## config.mk

```make
export PLATFORM = sky130hd
export DESIGN_NAME = tbrf_tx_reg
export DESIGN_NICKNAME = d
export VERILOG_FILES = /design/src/sv/tbrf_pkg.sv /design/src/sv/tbrf_tx_reg.sv
export SDC_FILE = /design/constraint.sdc
export NUM_CORES = 1
export LEC_CHECK = 0
export BUFFER_PORTS_ARGS = -buffer_cell sky130_fd_sc_hd__buf_2
export CAP_MARGIN = 5
export CORE_ASPECT_RATIO = 1.4
export CORE_UTILIZATION = 40
export DETAILED_ROUTE_END_ITERATION = 8
export PLACE_DENSITY = 0.78
export SLEW_MARGIN = 15
export SYNTH_ARGS = -nofsm -noshare
export SYNTH_HDL_FRONTEND = slang
export SYNTH_SLANG_ARGS = --single-unit
```

## constraint.sdc

```tcl
create_clock -name i_clk -period 1.4 [get_ports i_clk]
set_input_delay 0.14 -clock i_clk [delete_from_list [all_inputs] [get_ports i_clk]]
set_output_delay 0.14 -clock i_clk [all_outputs]
set_load 0.1 [all_outputs]
```

## src/sv/tbrf_pkg.sv

```systemverilog
`default_nettype none
// ----------------------------------------------------------------------------
// tbrf_pkg
// Shared types, register indexes and the CRC-8 step of the byte relay framer.
// ----------------------------------------------------------------------------
package tbrf_pkg;

    localparam logic [7:0] CRC_POLY = 8'h07;

    localparam logic [2:0] REG_GAP_LIMIT   = 3'd0;
    localparam logic [2:0] REG_FLAG        = 3'd1;
    localparam logic [2:0] REG_ESCAPE      = 3'd2;
    localparam logic [2:0] REG_ESC_FLAG    = 3'd3;
    localparam logic [2:0] REG_ESC_ESCAPE  = 3'd4;
    localparam logic [2:0] REG_STATUS_CODE = 3'd5;
    localparam logic [2:0] REG_DATA_CODE   = 3'd6;

    localparam logic [1:0] REQ_BYTE  = 2'd0;
    localparam logic [1:0] REQ_DROPS = 2'd1;
    localparam logic [1:0] REQ_POLL  = 2'd2;

    typedef enum logic [3:0] {
        S_IDLE,
        S_PREP,
        S_FIT,
        S_OPEN,
        S_BODY,
        S_CLOSE,
        S_DATA,
        S_MK_RD,
        S_MK_CHK,
        S_HDR,
        S_LOAD,
        S_LOADW
    } t_state;

    typedef struct packed {
        logic [7:0]  out_byte;
        logic        frame_end;
        logic        last;
        logic [31:0] dropped_total;
    } t_beat;

    function automatic logic [7:0] crc8_step(input logic [7:0] c, input logic [7:0] b);
        logic [7:0] x;
        x = c ^ b;
        for (int i = 0; i < 8; i++) begin
            x = x[7] ? ((x << 1) ^ CRC_POLY) : (x << 1);
        end
        return x;
    endfunction

endpackage
`default_nettype wire

```

## src/sv/tbrf_tx_reg.sv

```systemverilog
`default_nettype none
// ----------------------------------------------------------------------------
// tbrf_tx_reg
// Output register holding one encoded beat until the sink takes it.
// ----------------------------------------------------------------------------
module tbrf_tx_reg (
    input  wire                 i_clk,
    input  wire                 i_rst_n,
    input  wire                 i_load,
    input  wire tbrf_pkg::t_beat i_beat,
    input  wire                 i_out_ready,
    output logic                o_out_valid,
    output tbrf_pkg::t_beat     o_beat,
    output logic                o_can_load
);
    logic r_valid;
    tbrf_pkg::t_beat r_beat;

    assign o_can_load  = !r_valid || i_out_ready;
    assign o_out_valid = r_valid;
    assign o_beat      = r_beat;

    always_ff @(posedge i_clk) begin
        if (!i_rst_n) begin
            r_valid <= 1'b0;
        end else if (o_can_load) begin
            r_valid <= i_load;
        end
    end

    always_ff @(posedge i_clk) begin
        if (o_can_load && i_load) begin
            r_beat <= i_beat;
        end
    end

endmodule
`default_nettype wire

```

==> results.py, run 1 <==
metrics = {
    "outcome": {
        "run_status": "completed",
    },
    "timing": {
        "rsz0062_at_grt": "false",
        "setup_viol": 0,
        "drv_slew": 0,
        "hold_violations": 0,
        "setup_slack_ns": 0.121,
        "slew_headroom_pct": 67.0,
        "final.period_utilization_pct": 91.3,
        "worstMarginPinSlew_ns": 0.498,
        "fin_crit_ns": 1.28,
        "clock.fmax_mhz": 782,
        "fin_skew_ns": 0.00530,
    },
    "drt": {
        "viasPerCell": 4.41,
        "drcViolationCount": 0,
        "wl_met2_um": 1320,
        "wire_per_inst_um": 13.0,
        "finalWirelength_um": 2400,
        "dr.pass1.iters": 4,
        "drtAntennaViolNets": 0,
        "wl_met3_um": 245,
        "vias": 812,
        "routed.top_layer": "met4",
        "dr.first_iter.drc_count": 17,
        "met1_length_um": 764,
    },
    "placement": {
        "place_ws_ns": 0.291,
        "portBuffers": 89,
        "gp_congestion": 0.656,
    },
    "power_and_ir_drop": {
        "power_mw": 2.96,
        "power_density_nw_per_um2": 1540,
        "ir_drop_mv": 1.13,
        "p_seq_share_pct": 51.4,
        "combPwrFrac_pct": 24.0,
        "clock_power_share_pct": 24.6,
        "swShare_pct": 34.0,
        "p_sw_mw": 1.00,
        "power_leakage_nw": 0.836,
        "p_int_mw": 1.95,
    },
    "floorplan": {
        "ioPinCount": 90,
        "start_util_pct": 42.2,
        "die_w_um": 50.5,
        "core-area_um2": 3120,
        "die-area_um2": 3530,
        "fp.dieH_um": 69.9,
        "core.rowCount": 24,
    },
    "synth": {
        "ys_seq_elements": 43,
        "synth_area_um2": 1320,
        "synth_cell_types": 6,
        "syn_inst": 47,
        "ys_seq_area_share_pct": 97.2,
        "yosysWarnings": 0,
        "synth_nets": 93,
        "synth_area_per_cell_um2": 28.1,
    },
    "critical_path": {
        "cp.arrival_ns": 1.14,
        "crit_family": "buffers and inverters",
        "slowest_stage": "buf_2",
        "crit_type": "reg2out",
        "slowest_delay_ns": 0.42,
        "cp.buffers_inverters": 1,
        "cp_max_fo": 3,
        "worstPathCellList": "nand2b_4, buf_2",
        "end_kind": "output pin",
        "worstPathRequired_ns": 1.26,
        "cp-start-kind": "flip-flop",
    },
    "grt": {
        "grt_util_all_layers_pct": 14.9,
        "antenna_found_initial": 0,
        "grt_pass1_wl_um": 3640,
        "grt_remaining_overflow": 0,
        "grt_pass1_vias": 815,
        "grt_max_degree": 43,
    },
    "clocking": {
        "clock-sinks": 43,
        "ctsHoldBuffers": 0,
        "cts_tree": "built",
        "clkLatencyLatePin_ns": 0.29,
        "clockBufferDepth": 2,
        "clk_pin_slew_ns": 0.08,
        "post_cts_buffers": 0,
        "h-tree-depth": 2,
        "root_buffer": "clkbuf_8",
        "cts_resized": 0,
        "cts_made_buffers": 5,
    },
    "cells_and_area": {
        "syn_to_final_growth_pct": 45.7,
        "drive_above_1_share_pct": 69.7,
        "finish.net_count": 190,
        "n_antenna_cell": 0,
    },
    "min_path": {
        "hp-class": "in2reg",
    },
    "run": {
        "max-cap-violations": 0,
    },
}
## through the flow
stage               instance area [µm²]  utilization (%)  hold WS [ns]  TNS (ns)  instances
CTS                                1920             61.5       0.00972         0        184
detailed placement                 1840             58.8         0.318         0        176
finish                             1920             61.5        0.0238         0        184
global route                       1920             61.5       0.00504         0        184
floorplan                          1320                -         0.239     -7.73         47
global placement                   1840             58.8         0.316         0        176
## kinds of logic after synthesis
group / count (synthesis) / share of synthesized area, %
AOI/OAI and AO/OA: 1 / 0.854
and+or+nand+nor: 2 / 1.71
DFF: 43 / 97.2
buffers and inverters: 1 / 0.284
## synth_stat cells (all sizes together)
cell type | instances | area, µm²
dfxtp | 1 | 20.0
a21boi | 1 | 11.3
edfxtp | 42 | 1260
nand2b | 1 | 13.8
and2 | 1 | 8.76
inv | 1 | 3.75
## area by class of cell
| type | instances | area [µm²] |
|---|---|---|
| inverters | 1 | 3.75 |
| repair buffers | 90 | 465 |
| flip-flops and latches | 43 | 1280 |
| well taps | 39 | 48.8 |
| multi-input cells | 3 | 33.8 |
| clock inverters | 2 | 12.5 |
| fillers | 262 | 1200 |
| clock buffers | 6 | 72.6 |
## routing by layer
layer | global-route usage [%] | vias up
li1 | - | 379
met1 | 13.0 | 362
met2 | 27.1 | 62
met3 | 6.32 | 9
met4 | 8.33 | 0
met5 | 0 | -
## cell usage in the layout, fill, tap and decap left out, drive strengths merged
| master | instances |
|---|---|
| nand2b | 1 |
| buf | 90 |
| a21boi | 1 |
| clkinv | 1 |
| and2 | 1 |
| edfxtp | 42 |
| clkinvlp | 1 |
| clkbuf | 6 |
| inv | 1 |
| dfxtp | 1 |
## final timing paths
kind / depth (start not counted) / slack, ns / start / to
max: 2 / 0.12 / o_out_valid$_SDFFE_PN0P_ / o_can_load
min: 1 / 0.02 / i_beat[10] / o_beat[10]$_DFFE_PP_
max reg2reg: 3 / 0.28 / o_out_valid$_SDFFE_PN0P_ / o_beat[31]$_DFFE_PP_
min reg2reg: 2 / 0.51 / o_out_valid$_SDFFE_PN0P_ / o_out_valid$_SDFFE_PN0P_
## flip-flops by register name, indices dropped and copies added (netlist names)
| signal | count |
|---|---|
| o_beat | 42 |
| o_out_valid | 1 |
## power groups by stage
stage / clock network, mW / logic, mW / registers (mW)
3_3_place_gp: 0 / 0.705 / 1.54
2_1_floorplan: 0 / 0.0402 / 2.08
4_1_cts: 0.757 / 0.713 / 1.52
5_1_grt: 0.799 / 0.726 / 1.53
6_report: 0.727 / 0.710 / 1.52
3_5_place_dp: 0 / 0.712 / 1.55
No activity file was read; power rests on OpenSTA's default activity.
==> run 2: changes to the inputs <==
--- a/config.mk
+++ b/config.mk
@@ -8,9 +8,8 @@
 export BUFFER_PORTS_ARGS = -buffer_cell sky130_fd_sc_hd__buf_2
 export CAP_MARGIN = 5
 export CORE_ASPECT_RATIO = 1.4
-export CORE_UTILIZATION = 40
+export CORE_UTILIZATION = 25
 export DETAILED_ROUTE_END_ITERATION = 8
-export PLACE_DENSITY = 0.78
 export SLEW_MARGIN = 15
 export SYNTH_ARGS = -nofsm -noshare
 export SYNTH_HDL_FRONTEND = slang
==> run 2 against run 1 <==
Combinational power is 2% higher. Critical endpoint unchanged. Design area up 5.3%. Hold slack worse by 0.0053 ns. Sequential share of layout area fell by 3.4 points. First-iteration DRC count is 76% higher. Sequential power about the same. Maximum frequency up 0.40%. Highest routed layer unchanged.
==> results.py, run 2 (synthesis gave the netlist of run 1 again) <==
metrics = {
    "cells_and_area": {
        "largest_reg_flops": 42,
        "n_antenna_cell": 0,
        "mostFrequentLayoutCells": "buf_2 (89), edfxtp_1 (42), clkbuf_8 (5), bufinv_16 (2), buf_12 (2)",
        "fill_cells": 486,
        "drive_above_1_share_pct": 70.5,
        "syn_to_final_growth_pct": 53.5,
        "seq_area_um2": 1280,
        "instances_no_fill": 210,
        "multi_input_area_um2": 33.8,
        "final_common_cell": "buf_2",
        "finish.net_count": 191,
        "fin_area_um2": 2020,
    },
    "grt": {
        "grt_pass1_wl_um": 4120,
        "antenna_found_initial": 0,
        "grt_util_all_layers_pct": 10.4,
        "grt_pass1_vias": 841,
        "grt_remaining_overflow": 0,
        "grt_max_degree": 19,
    },
    "timing": {
        "drv_slew": 0,
        "clock.fmax_mhz": 785,
        "final.period_utilization_pct": 91.0,
        "worstMarginPinSlew_ns": 0.506,
        "fin_crit_ns": 1.27,
        "rsz0062_at_grt": "false",
        "fin_skew_ns": 0.00548,
        "fin_hold_ws_ns": 0.0185,
        "setup_viol": 0,
        "setup_slack_ns": 0.126,
        "slew_headroom_pct": 66.5,
        "hold_violations": 0,
    },
    "critical_path": {
        "rr_endpoint": "o_beat[30]$_DFFE_PP_",
        "worstPathCellList": "nand2b_4, buf_2",
        "cp.buffers_inverters": 1,
        "slowest_stage": "buf_2",
        "cp_max_fo": 3,
        "reg2reg_depth": 3,
        "slowest_delay_ns": 0.42,
        "crit_type": "reg2out",
        "cp-start-kind": "flip-flop",
        "cp.arrival_ns": 1.13,
        "reg2reg_from": "o_out_valid$_SDFFE_PN0P_",
        "worstPathRequired_ns": 1.26,
        "r2r_setup_slack_ns": 0.25,
        "cp.depth": 2,
        "crit_family": "buffers and inverters",
        "end_kind": "output pin",
    },
    "clocking": {
        "cts_resized": 0,
        "h-tree-depth": 2,
        "ctsHoldBuffers": 0,
        "root_buffer": "clkbuf_8",
        "cts_made_buffers": 5,
        "clockBufferDepth": 2,
        "clock-sinks": 43,
        "clkLatencyLatePin_ns": 0.29,
        "post_cts_buffers": 0,
        "cts_tree": "built",
        "clk_pin_slew_ns": 0.08,
    },
    "placement": {
        "portBuffers": 89,
        "place_ws_ns": 0.252,
        "place.detailed.hpwl_um": 2230,
        "gp_congestion": 0.655,
        "dp_cells": 202,
        "placed_area_um2": 1890,
    },
    "power_and_ir_drop": {
        "clock_power_share_pct": 33.3,
        "p_sw_mw": 1.03,
        "p_seq_share_pct": 45.2,
        "ir_drop_mv": 0.551,
        "p_int_mw": 2.32,
        "power_leakage_nw": 0.868,
        "swShare_pct": 30.8,
        "combPwrFrac_pct": 21.5,
        "power_density_nw_per_um2": 1660,
    },
    "drt": {
        "vias": 811,
        "drcViolationCount": 0,
        "wire_per_inst_um": 13.4,
        "viasPerCell": 3.86,
        "drtAntennaViolNets": 0,
        "dr.first_iter.drc_count": 30,
        "dr.pass1.iters": 4,
        "finalWirelength_um": 2810,
    },
    "floorplan": {
        "die_w_um": 63.4,
        "die-area_um2": 5570,
        "fp.dieH_um": 87.9,
        "core-area_um2": 4950,
        "ioPinCount": 90,
        "start_util_pct": 26.6,
        "core.rowCount": 30,
    },
    "run": {
        "max-cap-violations": 0,
    },
    "min_path": {
        "hp-class": "in2reg",
        "hold_depth": 1,
        "whs_endpoint": "o_beat[29]$_DFFE_PP_",
        "hold_start": "i_beat[29]",
    },
    "outcome": {
        "run_status": "completed",
    },
}
-- run 2: area by class of cell --
class / instances / area share [%]
Clock buffer: 5 / 3.40
Clock inverter: 3 / 3.34
Inverter: 1 / 0.185
Multi-Input combinational cell: 3 / 1.67
Sequential cell: 43 / 63.5
Tap cell: 64 / 3.96
Timing Repair Buffer: 91 / 24.0
-- run 2: how the worst max path moves through the flow --
| stage | start | end |
|---|---|---|
| after floorplan | o_out_valid$_SDFFE_PN0P_ | o_beat[0]$_DFFE_PP_ |
| after global placement | o_out_valid$_SDFFE_PN0P_ | o_beat[11]$_DFFE_PP_ |
| after detailed placement | o_out_valid$_SDFFE_PN0P_ | o_beat[8]$_DFFE_PP_ |
| after CTS | o_out_valid$_SDFFE_PN0P_ | o_can_load |
| after global routing | o_out_valid$_SDFFE_PN0P_ | o_can_load |
| final | o_out_valid$_SDFFE_PN0P_ | o_can_load |
-- run 2: per-stage QoR --
stage | total power, mW | utilization [%] | setup TNS [ns]
floorplan | 2.12 | - | -7.73
global route | 3.46 | 40.9 | 0
finish | 3.36 | 40.9 | 0
global placement | 2.27 | 38.1 | 0
detailed placement | 2.27 | 38.1 | 0
CTS | 3.39 | 40.9 | 0
-- run 2: power groups by stage --
stage / clock (mW) / combinational [mW] / sequential [mW]
floorplan: 0 / 0.0402 / 2.08
detailed placement: 0 / 0.724 / 1.55
finish: 1.12 / 0.721 / 1.52
global placement: 0 / 0.719 / 1.55
global route: 1.20 / 0.737 / 1.52
CTS: 1.15 / 0.725 / 1.52
-- run 2: routing by layer --
metal	part of all wire [%]	vias up	track usage, %	routed length (µm)
li1	-	380	-	-
met1	33	381	9.58	926
met2	57	43	19.1	1590
met3	7.6	7	3.39	214
met4	2.8	0	7.44	78
met5	0	-	0	0
==> run 3: changes to the inputs <==
==> constraint.sdc (replaced) <==
create_clock -name i_clk -period 1.4 [get_ports i_clk]
set_input_delay 0.07 -clock i_clk [delete_from_list [all_inputs] [get_ports i_clk]]
set_output_delay 0.07 -clock i_clk [all_outputs]
set_load 0.1 [all_outputs]
==> run 3 against run 2 <==
Maximum frequency is 5.3% higher. Clock skew is 0.0016 ns higher. Clock power down 15%. Register-to-register slack barely moved. Clock-buffer cell count stayed put. Utilization grew 8.0 points. Sequential share of layout area fell by 10 points. Power shrank 2.3%. Die area stayed put. First-iteration DRC count shrank 6.7%.
==> results.py, run 3 (synthesis gave the netlist of run 1 again) <==
metrics = {
    "outcome": {
        "run_status": "completed",
    },
    "clocking": {
        "cts_tree": "built",
        "cts_resized": 0,
        "root_buffer": "clkbuf_8",
        "clock-sinks": 43,
        "cts_made_buffers": 5,
        "h-tree-depth": 2,
        "clockBufferDepth": 2,
        "clk_pin_slew_ns": 0.08,
        "clkLatencyLatePin_ns": 0.29,
    },
    "run": {
        "max-cap-violations": 0,
    },
    "timing": {
        "clock.fmax_mhz": 827,
        "worstMarginPinSlew_ns": 0.504,
        "fin_crit_ns": 1.21,
        "slew_headroom_pct": 66.6,
        "fin_skew_ns": 0.00705,
        "setup_viol": 0,
        "hold_violations": 0,
        "setup_tns_ns": 0,
        "drv_slew": 0,
        "rsz0062_at_grt": "false",
        "fin_hold_ws_ns": 0.0144,
        "final.period_utilization_pct": 86.4,
    },
    "critical_path": {
        "cp_max_fo": 3,
        "end_kind": "output pin",
        "rr_endpoint": "o_beat[30]$_DFFE_PP_",
        "slowest_delay_ns": 0.42,
        "r2r_setup_slack_ns": 0.25,
        "crit_type": "reg2out",
        "cp.buffers_inverters": 1,
        "worstPathRequired_ns": 1.33,
        "slowest_stage": "buf_2",
        "crit_family": "buffers and inverters",
        "reg2reg_depth": 3,
        "crit_path_start": "o_out_valid$_SDFFE_PN0P_",
        "cp.arrival_ns": 1.14,
        "cp-start-kind": "flip-flop",
        "reg2reg_from": "o_out_valid$_SDFFE_PN0P_",
        "worstPathCellList": "nand2b_4, buf_2",
    },
    "power_and_ir_drop": {
        "p_seq_share_pct": 46.3,
        "combPwrFrac_pct": 24.8,
        "power_leakage_nw": 1.04,
        "ir_drop_mv": 0.618,
        "power_density_nw_per_um2": 1350,
        "power_mw": 3.28,
        "swShare_pct": 32.4,
        "p_int_mw": 2.22,
        "clock_power_share_pct": 28.9,
        "p_sw_mw": 1.06,
    },
    "drt": {
        "dr.pass1.iters": 4,
        "wl_met2_um": 1790,
        "finalWirelength_um": 3250,
        "drtAntennaViolNets": 0,
        "wire_per_inst_um": 12.9,
        "dr.first_iter.drc_count": 28,
        "met1_length_um": 1150,
        "vias": 975,
        "drcViolationCount": 0,
        "wl_met3_um": 192,
        "routed.top_layer": "met4",
        "viasPerCell": 3.87,
    },
    "grt": {
        "antenna_found_initial": 0,
        "grt_pass1_vias": 1041,
        "grt_remaining_overflow": 0,
        "grt_util_all_layers_pct": 12.1,
        "grt_max_degree": 19,
        "grt_pass1_wl_um": 4850,
    },
    "placement": {
        "portBuffers": 89,
        "gp_congestion": 0.650,
        "place.detailed.hpwl_um": 2190,
    },
    "min_path": {
        "hold_depth": 2,
        "hold_start": "i_rst_n",
        "whs_endpoint": "o_out_valid$_SDFFE_PN0P_",
        "hp-class": "in2reg",
    },
    "floorplan": {
        "core-area_um2": 4950,
        "ioPinCount": 90,
        "start_util_pct": 26.6,
        "die_w_um": 63.4,
        "core.rowCount": 30,
        "fp.dieH_um": 87.9,
        "die-area_um2": 5570,
    },
    "cells_and_area": {
        "largest_reg_flops": 42,
        "n_antenna_cell": 0,
        "syn_to_final_growth_pct": 83.6,
        "final_common_cell": "buf_2",
        "drive_above_1_share_pct": 54.8,
        "mostFrequentLayoutCells": "buf_2 (89), dlygate4sd3_1 (42), edfxtp_1 (42), clkbuf_8 (5), buf_12 (2)",
        "finish.net_count": 233,
    },
}
==> run 3: changes by cell type in the layout (fill, tap and decap cells not counted), sizes merged <==
cell	before	now
clkinv	0	2
dlygate4sd3	0	42
bufinv	2	1
clkinvlp	1	0
==> run 3: repair_timing <==
item	4_1_cts	5_1_grt
setup buffers	0	0
hold buffers	42	0
hold endpoints to repair	42	0
==> run 3: power groups by stage <==
stage / clock network, mW / registers (mW) / logic, mW
global route: 1.02 / 1.53 / 0.836
global placement: 0 / 1.55 / 0.719
floorplan: 0 / 2.08 / 0.0402
finish: 0.948 / 1.52 / 0.814
detailed placement: 0 / 1.55 / 0.724
CTS: 0.969 / 1.52 / 0.816
==> run 3: layer usage <==
layer  up-vias  track usage [%]
li1        464                -
met5         -                0
met4         0             9.09
met3        10             3.26
met1       454             11.2
met2        47             22.4
==> run 3: per-stage QoR <==
stage	std cells	instance area (µm²)	utilization (%)	setup slack (ns)
after floorplan	47	1320	-	-0.184
after global placement	202	1890	38.1	0.282
after detailed placement	202	1890	38.1	0.255
after CTS	252	2420	48.9	0.177
after global routing	252	2420	48.9	0.146
final	252	2420	48.9	0.190
==> run 3: worst max path at each step <==
stage | endpoint | cells after the start
floorplan | o_beat[0]$_DFFE_PP_ | 2
global placement | o_beat[24]$_DFFE_PP_ | 3
detailed placement | o_beat[35]$_DFFE_PP_ | 3
CTS | o_can_load | 2
global route | o_can_load | 2
finish | o_can_load | 2
==> run 3: cell type report <==
cell class	instances	area (µm²)
fill	445	2530
sequential	43	1280
timing repair buffer	133	906
tap	64	80.1
clock buffer	5	68.8
clock inverter	3	43.8
multi-input combinational	3	33.8
inverter	1	3.75
